$ cat config.mk
export PLATFORM = sky130hd
export DESIGN_NAME = anonymous_label_store_flat
export DESIGN_NICKNAME = d
export VERILOG_FILES = /design/src/rtl/als_pkg.sv /design/src/rtl/als_if.sv /design/src/rtl/als_store.sv /design/src/rtl/als_ctrl.sv /design/src/rtl/anonymous_label_store.sv /design/src/flat_wrapper.sv
export SDC_FILE = /design/constraint.sdc
export NUM_CORES = 2
export LEC_CHECK = 0
export BUFFER_PORTS_ARGS = -buffer_cell sky130_fd_sc_hd__buf_2
export CORE_MARGIN = 4
export CORE_UTILIZATION = 27
export CTS_CLUSTER_SIZE = 16
export DETAILED_ROUTE_END_ITERATION = 8
export HOLD_SLACK_MARGIN = 0.08
export PLACE_DENSITY = 0.42
export SLEW_MARGIN = 20
export SYNTH_ARGS = -nofsm -noshare
export SYNTH_HDL_FRONTEND = slang
export SYNTH_SLANG_ARGS = --single-unit
export TNS_END_PERCENT = 20
$ cat constraint.sdc
create_clock -name clk -period 4.55 [get_ports clk]
set_input_delay 0 -clock clk [delete_from_list [all_inputs] [get_ports clk]]
set_output_delay 0 -clock clk [all_outputs]
set_load 0.01 [all_outputs]
$ cat src/rtl/als_pkg.sv
// Package for the anonymous label store: field widths, operation and
// status codes, and the store command struct. No dependencies.
`timescale 1ns / 1ps

package als_pkg;

  localparam int ADDR_W   = 16;
  localparam int COUNT_W  = 8;
  localparam int DEPTH_DEF = 64;

  typedef enum logic [2:0] {
    OP_DEF_FWD    = 3'd0,
    OP_DEF_BACK   = 3'd1,
    OP_RES_FWD    = 3'd2,
    OP_RES_BACK   = 3'd3,
    OP_ADVANCE    = 3'd4,
    OP_RESET_PASS = 3'd5,
    OP_CLEAR      = 3'd6
  } op_t;

  typedef enum logic [1:0] {
    ST_OK      = 2'd0,
    ST_MISSING = 2'd1,
    ST_FULL    = 2'd2
  } status_t;

  typedef struct packed {
    logic fwd_we;
    logic fwd_re;
    logic back_we;
    logic back_re;
  } store_cmd_t;

endpackage

$ cat src/rtl/als_if.sv
// Valid/ready channel interfaces for the anonymous label store words.
// Depends on als_pkg.
`timescale 1ns / 1ps

interface als_in_if;
  logic                         valid;
  logic                         ready;
  als_pkg::op_t                 operation;
  logic [als_pkg::ADDR_W-1:0]   label_address;
  logic [als_pkg::COUNT_W-1:0]  ref_count;

  modport source (output valid, operation, label_address, ref_count, input ready);
  modport sink   (input valid, operation, label_address, ref_count, output ready);
endinterface

interface als_out_if;
  logic                         valid;
  logic                         ready;
  als_pkg::status_t             status;
  logic [als_pkg::ADDR_W-1:0]   resolved_address;

  modport source (output valid, status, resolved_address, input ready);
  modport sink   (input valid, status, resolved_address, output ready);
endinterface

$ cat src/rtl/als_store.sv
// One label address store: single port RAM, one write, one registered read or
// both per cycle. Depends on als_pkg.
`timescale 1ns / 1ps

module als_store #(
  parameter int LABEL_DEPTH = als_pkg::DEPTH_DEF
) (
  input  logic                              clk,
  input  logic                              we,
  input  logic                              re,
  input  logic [$clog2(LABEL_DEPTH)-1:0]    idx,
  input  logic [als_pkg::ADDR_W-1:0]        wdata,
  output logic [als_pkg::ADDR_W-1:0]        rdata
);
  import als_pkg::*;

  logic [ADDR_W-1:0] mem [LABEL_DEPTH];
  logic [ADDR_W-1:0] rdata_r;

  always_ff @(posedge clk) begin
    if (we) begin
      mem[idx] <= wdata;
    end
    if (re) begin
      rdata_r <= mem[idx];
    end
  end

  assign rdata = rdata_r;

endmodule

$ cat src/rtl/als_ctrl.sv
// Fill levels, cursor and operation decode for the label store.
// Depends on als_pkg.
`timescale 1ns / 1ps

module als_ctrl #(
  parameter int LABEL_DEPTH = als_pkg::DEPTH_DEF
) (
  input  logic                              clk,
  input  logic                              rst_n,
  input  logic                              accept,
  input  als_pkg::op_t                      operation,
  input  logic [als_pkg::COUNT_W-1:0]       ref_count,
  output als_pkg::store_cmd_t               cmd,
  output logic [$clog2(LABEL_DEPTH)-1:0]    fwd_idx,
  output logic [$clog2(LABEL_DEPTH)-1:0]    back_idx,
  output als_pkg::status_t                  status
);
  import als_pkg::*;

  localparam int IW = $clog2(LABEL_DEPTH);
  localparam int CW = $clog2(LABEL_DEPTH + 1);
  localparam int MW = (CW > COUNT_W) ? CW : COUNT_W;
  localparam int TW = MW + 1;
  localparam logic [CW-1:0] DEPTH_C = CW'(LABEL_DEPTH);

  logic [CW-1:0] fwd_fill_r, fwd_fill_nxt;
  logic [CW-1:0] cursor_r, cursor_nxt;
  logic [CW-1:0] back_fill_r, back_fill_nxt;

  logic [TW-1:0] fwd_tgt;
  logic [MW-1:0] back_tgt;
  logic [MW-1:0] count_m;
  logic          count_zero;
  store_cmd_t    cmd_c;

  assign count_m    = MW'(ref_count);
  assign count_zero = (ref_count == '0);
  assign fwd_tgt    = TW'(cursor_r) + TW'(ref_count) - TW'(1);
  assign back_tgt   = MW'(back_fill_r) - count_m;

  always_comb begin
    fwd_fill_nxt  = fwd_fill_r;
    cursor_nxt    = cursor_r;
    back_fill_nxt = back_fill_r;
    cmd_c         = '0;
    status        = ST_OK;
    fwd_idx       = fwd_fill_r[IW-1:0];
    back_idx      = back_fill_r[IW-1:0];
    unique case (operation)
      OP_DEF_FWD: begin
        if (fwd_fill_r >= DEPTH_C) begin
          status = ST_FULL;
        end else begin
          cmd_c.fwd_we = 1'b1;
          fwd_fill_nxt = fwd_fill_r + CW'(1);
        end
      end
      OP_DEF_BACK: begin
        if (back_fill_r >= DEPTH_C) begin
          status = ST_FULL;
        end else begin
          cmd_c.back_we = 1'b1;
          back_fill_nxt = back_fill_r + CW'(1);
        end
      end
      OP_RES_FWD: begin
        fwd_idx = fwd_tgt[IW-1:0];
        if (count_zero || fwd_tgt >= TW'(fwd_fill_r)) begin
          status = ST_MISSING;
        end else begin
          cmd_c.fwd_re = 1'b1;
        end
      end
      OP_RES_BACK: begin
        back_idx = back_tgt[IW-1:0];
        if (count_zero || count_m > MW'(back_fill_r)) begin
          status = ST_MISSING;
        end else begin
          cmd_c.back_re = 1'b1;
        end
      end
      OP_ADVANCE: begin
        if (cursor_r < fwd_fill_r) begin
          cursor_nxt = cursor_r + CW'(1);
        end
      end
      OP_RESET_PASS: begin
        cursor_nxt    = '0;
        back_fill_nxt = '0;
      end
      OP_CLEAR: begin
        fwd_fill_nxt  = '0;
        cursor_nxt    = '0;
        back_fill_nxt = '0;
      end
      default: begin
      end
    endcase
  end

  assign cmd = accept ? cmd_c : '0;

  always_ff @(posedge clk) begin
    if (!rst_n) begin
      fwd_fill_r  <= '0;
      cursor_r    <= '0;
      back_fill_r <= '0;
    end else if (accept) begin
      fwd_fill_r  <= fwd_fill_nxt;
      cursor_r    <= cursor_nxt;
      back_fill_r <= back_fill_nxt;
    end
  end

  a_cursor_in_fill: assert property (@(posedge clk) disable iff (!rst_n)
    cursor_r <= fwd_fill_r)
    else $error("cursor beyond forward fill");

  a_fill_bound: assert property (@(posedge clk) disable iff (!rst_n)
    fwd_fill_r <= DEPTH_C && back_fill_r <= DEPTH_C)
    else $error("fill level beyond store depth");

  a_one_access: assert property (@(posedge clk) disable iff (!rst_n)
    $countones({cmd.fwd_we, cmd.fwd_re, cmd.back_we, cmd.back_re}) <= 1)
    else $error("more than one store access in a cycle");

  a_read_ok: assert property (@(posedge clk) disable iff (!rst_n)
    (cmd.fwd_re || cmd.back_re) |-> status == ST_OK)
    else $error("store read on a failed resolve");

endmodule

$ cat src/rtl/anonymous_label_store.sv
// Top level of the anonymous label store: channel handshake, result
// register and the two stores. Depends on als_pkg, als_if, als_ctrl, als_store.
`timescale 1ns / 1ps

// One word in, one result word out, one word per cycle sustained while the
// output takes results. Each operation is decoded against the fill levels and
// cursor in the cycle it is taken; a resolve reads its store at that edge
// into its read register, so the result appears in the next cycle. A result
// register parts the channels: the input is taken while a result waits,
// as long as that result leaves at the same edge. Stores hold LABEL_DEPTH
// entries each; a define into a full store is dropped with status full.
module anonymous_label_store #(
  parameter int LABEL_DEPTH = als_pkg::DEPTH_DEF
) (
  input  logic       clk,
  input  logic       rst_n,
  als_in_if.sink     in_ch,
  als_out_if.source  out_ch
);
  import als_pkg::*;

  localparam int IW = $clog2(LABEL_DEPTH);

  logic                accept;
  store_cmd_t          cmd;
  logic [IW-1:0]       fwd_idx;
  logic [IW-1:0]       back_idx;
  status_t             status_c;
  logic [ADDR_W-1:0]   fwd_rdata;
  logic [ADDR_W-1:0]   back_rdata;

  logic                out_valid_r;
  status_t             status_r;
  logic                use_fwd_r;
  logic                use_back_r;

  assign in_ch.ready = !out_valid_r || out_ch.ready;
  assign accept      = in_ch.valid && in_ch.ready;

  als_ctrl #(.LABEL_DEPTH(LABEL_DEPTH)) u_ctrl (
    .clk       (clk),
    .rst_n     (rst_n),
    .accept    (accept),
    .operation (in_ch.operation),
    .ref_count (in_ch.ref_count),
    .cmd       (cmd),
    .fwd_idx   (fwd_idx),
    .back_idx  (back_idx),
    .status    (status_c)
  );

  als_store #(.LABEL_DEPTH(LABEL_DEPTH)) u_fwd_store (
    .clk   (clk),
    .we    (cmd.fwd_we),
    .re    (cmd.fwd_re),
    .idx   (fwd_idx),
    .wdata (in_ch.label_address),
    .rdata (fwd_rdata)
  );

  als_store #(.LABEL_DEPTH(LABEL_DEPTH)) u_back_store (
    .clk   (clk),
    .we    (cmd.back_we),
    .re    (cmd.back_re),
    .idx   (back_idx),
    .wdata (in_ch.label_address),
    .rdata (back_rdata)
  );

  always_ff @(posedge clk) begin
    if (!rst_n) begin
      out_valid_r <= 1'b0;
    end else if (accept) begin
      out_valid_r <= 1'b1;
    end else if (out_ch.ready) begin
      out_valid_r <= 1'b0;
    end
  end

  always_ff @(posedge clk) begin
    if (accept) begin
      status_r   <= status_c;
      use_fwd_r  <= cmd.fwd_re;
      use_back_r <= cmd.back_re;
    end
  end

  assign out_ch.valid            = out_valid_r;
  assign out_ch.status           = status_r;
  assign out_ch.resolved_address = use_fwd_r  ? fwd_rdata  :
                                   use_back_r ? back_rdata : '0;

endmodule
$ cat src/flat_wrapper.sv
// flat-port wrapper written by rule: the top's interface ports become plain ports
module anonymous_label_store_flat import als_pkg::*;
#(
  parameter int LABEL_DEPTH = als_pkg::DEPTH_DEF
)
  (clk, rst_n, in_ch_valid, in_ch_operation, in_ch_label_address, in_ch_ref_count, in_ch_ready, out_ch_valid, out_ch_status, out_ch_resolved_address, out_ch_ready);
  als_in_if in_ch_i ();
  als_out_if out_ch_i ();
  input  logic clk;
  input  logic rst_n;
  input wire logic [$bits(in_ch_i.valid)-1:0] in_ch_valid;
  input wire logic [$bits(in_ch_i.operation)-1:0] in_ch_operation;
  input wire logic [$bits(in_ch_i.label_address)-1:0] in_ch_label_address;
  input wire logic [$bits(in_ch_i.ref_count)-1:0] in_ch_ref_count;
  output wire logic [$bits(in_ch_i.ready)-1:0] in_ch_ready;
  output wire logic [$bits(out_ch_i.valid)-1:0] out_ch_valid;
  output wire logic [$bits(out_ch_i.status)-1:0] out_ch_status;
  output wire logic [$bits(out_ch_i.resolved_address)-1:0] out_ch_resolved_address;
  input wire logic [$bits(out_ch_i.ready)-1:0] out_ch_ready;
  assign in_ch_i.valid = in_ch_valid;
  assign in_ch_i.operation = in_ch_operation;
  assign in_ch_i.label_address = in_ch_label_address;
  assign in_ch_i.ref_count = in_ch_ref_count;
  assign in_ch_ready = in_ch_i.ready;
  assign out_ch_valid = out_ch_i.valid;
  assign out_ch_status = out_ch_i.status;
  assign out_ch_resolved_address = out_ch_i.resolved_address;
  assign out_ch_i.ready = out_ch_ready;
  anonymous_label_store #(.LABEL_DEPTH(LABEL_DEPTH)) u_core (.clk(clk), .rst_n(rst_n), .in_ch(in_ch_i), .out_ch(out_ch_i));
endmodule
==> metrics.txt <==
run status=finished, final reports clean; share of cells above drive strength 1=0.223; Max Slew Vio Count=0; hold wc startpoint=in_ch_ref_count[6]; combinational share of power=0.055; post-route insts no fill=9263; area occupied by multi-input gates=15800 µm²; endpoints failing setup=0; Hold Crit Class=input pin to register; Syn-to-layout area delta=22.7%; crit-path cells=inv_1, ha_1, inv_1, ha_1, inv_1, fa_1, nor4b_2, buf_4, a21o_4, buf_12, buf_4, and2_4, buf_12, a22oi_1, nand4_1, buf_4, a22o_1, or4_1; RSZ-0062 raised after global routing=no; Avg Vias per Cell=5.18; CTS root buffer=clkbuf_16; register area share after synthesis=0.791; Via Count=48028; Cell Pwr Density=433 nW/µm²; DR pass1 iterations=9; final wirelength=291 mm; fmax=225 MHz; drt initial violations=5434; Routed WL per cell=31.4 µm; worst slew pin tran=1.15 ns; post-synth top area cell=edfxtp_1; Gate Count Post-Synth=4562; family with the most delay on the worst path=buffers and inverters; Max Cap Viol=0; initial cell density of the core=0.271; Final Net Count=5232; CP Data Arrival Time=5.05 ns; CTS tree=done; Reg clk slew, reported paths=0.06 ns; Critical-path top delay cell=fa_1; Seq pwr share=0.505; post-synth cell types=86; I/O Buffers=50; Post-synth EDFFs=2084; DRC=0; most area-consuming cells after synthesis=edfxtp_1 (79%), a22oi_1 (6.1%), a22o_1 (1.5%); internal cell power=32.8 mW; CP Capture Type=register; critical path launch point type=register; count leader, synth=edfxtp_1; commonest cells in the netlist=edfxtp_1 (2084), a22oi_1 (651), nand3_1 (188); worst rel slew slack=0.232; first-pass GRT wire length=401 mm; Top FF cell, synth=edfxtp_1; CP required=5.15 ns; vias in the first global route=47312; sw frac=0.224; Final Hold Fails=0; later-pin clock latency in the skew report=0.93 ns; initial antenna violation count=14; syn_nets=4637; Placed Instances=8812; Critical path origin=u_core.u_ctrl.cursor_r[1]; post-DP HPWL=184 mm; Layout Skew=0.0858 ns; H-tree levels=4; register area=63000 µm²; final worst slack=0.103 ns; worst r2r src=u_core.u_ctrl.cursor_r[1]; ys async rst share=0; gr usage total=0.186; Crit Path Class=register to register; net switching power=9.45 mW; CP Max Fanout=14; row count=199; reg2reg path depth=18; worst reg-to-reg setup slack=0.10 ns; clock sinks=2106; Tmin final=4.45 ns; Syn Area/Cell=17.5 µm²; Die Area=304000 µm²; area of the core=294000 µm²; top cell type's share of synthesized area=0.786; Buf/Inv on CP=8; FILL cells=28233; Post-Syn Area=79700 µm²; #FFs+latches synth=2106; gpl congestion=0.833; Final Cycle Share=0.977; CTS Buffer Depth=4; CTS Buf Count=231; Pleak=31.3 nW; Congestion Overflow GR=0; Die Width=551 µm; hold_ws=0.136 ns; largest net degree at the start of global routing=129; Max rail drop VDD=0.000348 V; Worst R2R End=u_core.u_fwd_store.rdata[1]; Chip Height=551 µm; Clk pwr share=0.440; io pins=51; setup slack at placement=-0.160 ns; Routed Antenna Nets=0; Ys Warns=0; WP depth=18; Critical Path End=u_core.u_fwd_store.rdata[1]; slowest stage delay, CP=0.60 ns
[sequential cells by signal, indices dropped and copies added, names as in the netlist, 2 cells and up]
register	count
u_core.u_back_store.mem	1024
u_core.u_fwd_store.rdata	16
u_core.u_ctrl.back_fill_r	7
u_core.out_ch.status	2
u_core.u_fwd_store.mem	1024
u_core.u_ctrl.fwd_fill_r	7
u_core.u_ctrl.cursor_r	7
u_core.u_back_store.rdata	16
[worst register-to-register path, delay by kind of cell (launching register included)]
| family | cells | cell delay (ns) |
|---|---|---|
| AOI/OAI and AO/OA | 3 | 0.68 |
| adders and majority gates | 3 | 1.04 |
| buffers and inverters | 8 | 1.14 |
| DFF | 1 | 0.33 |
| and+or+nand+nor | 4 | 0.99 |
[power by group through the flow]
stage | Clock (mW) | Sequential, mW | Combinational (mW)
floorplan | 0 | 21.8 | 0.833
global placement | 0 | 21.8 | 2.30
detailed placement | 0 | 21.8 | 2.31
CTS | 19.0 | 21.4 | 2.34
global route | 19.8 | 21.3 | 2.42
finish | 18.6 | 21.4 | 2.31
[cell usage in the layout, fill, tap and decap left out, types with 22 or more instances in the layout]
cell / synthesis / layout
and3_1: 137 / 137
nand3_1: 188 / 188
nand2_1: 121 / 121
a2111oi_0: 42 / 39
clkbuf_1: 153 / 48
nor2_2: 1 / 109
clkinv_2: 0 / 36
buf_12: 0 / 118
a22oi_1: 651 / 650
nor2_1: 174 / 64
mux2_2: 80 / 80
buf_4: 4 / 465
nand4_1: 123 / 123
edfxtp_1: 2084 / 2084
clkbuf_16: 0 / 234
xnor2_1: 22 / 22
inv_1: 48 / 48
ha_1: 42 / 42
bufinv_16: 0 / 25
clkinv_1: 0 / 49
a221oi_1: 24 / 22
buf_2: 97 / 34
dlygate4sd3_1: 0 / 31
dfxtp_1: 22 / 22
a21oi_1: 29 / 27
a22o_1: 134 / 134
a222oi_1: 108 / 108
[layout make-up]
class | count | area share
Antenna cell | 10 | 0.000256
Clock buffer | 282 | 0.0618
Clock inverter | 128 | 0.0141
Inverter | 49 | 0.00188
Multi-Input combinational cell | 2120 | 0.162
Sequential cell | 2106 | 0.645
Tap cell | 3919 | 0.0502
Timing Repair Buffer | 649 | 0.0649
[timing repair]
action | 4_1_cts | 5_1_grt
endpoints found under the hold margin | 1699 | 0
hold buffers | 31 | 0
buffers inserted | 0 | 0
pin swaps | 0 | 1
resized for setup | 5 | 12
endpoints found under the setup margin | 5 | 9
[per-layer routing]
layer / routed length, µm / up-vias / global-route usage
met1: 126000 / 25626 / 0.257
met4: 8450 / 6 / 0.0520
met2: 140000 / 1750 / 0.308
met3: 16700 / 371 / 0.0231
li1: - / 20275 / -
met5: 40 / - / 0
[metrics by stage]
step / setup TNS [ns] / total power [mW] / instance area, µm² / utilization
after floorplan: 0 / 22.6 / 79700 / -
after global placement: -0.504 / 24.1 / 89900 / 0.306
after detailed placement: -0.483 / 24.1 / 89900 / 0.306
after CTS: -0.0222 / 42.7 / 97600 / 0.332
after global routing: 0 / 43.6 / 97700 / 0.332
final: 0 / 42.3 / 97700 / 0.333
[worst min path at each step]
stage                                          to  slack (ns)  cells after the start
finish                          u_core.use_back_r        0.14                      5
global route        u_core.u_fwd_store.mem[13][5]        0.12                      2
CTS                 u_core.u_fwd_store.mem[11][5]        0.08                      2
detailed placement   u_core.u_ctrl.back_fill_r[0]        0.36                      2
global placement     u_core.u_ctrl.back_fill_r[0]        0.36                      2
floorplan           u_core.u_back_store.mem[0][0]         0.1                      0
[kinds of logic (layout without fill, tap and decap cells)]
| group | Yosys count | count (layout) | synth area share |
|---|---|---|---|
| DFF | 2106 | 2106 | 0.791 |
| AOI/OAI and AO/OA | 1121 | 1121 | 0.113 |
| and+or+nand+nor | 834 | 834 | 0.0544 |
| buffers and inverters | 336 | 1108 | 0.0184 |
| muxes | 97 | 97 | 0.0138 |
| adders and majority gates | 44 | 44 | 0.00710 |
| xor gates and xnor gates | 24 | 24 | 0.00264 |
| other | 0 | 10 | 0 |
(Power assumes the default switching activity.)
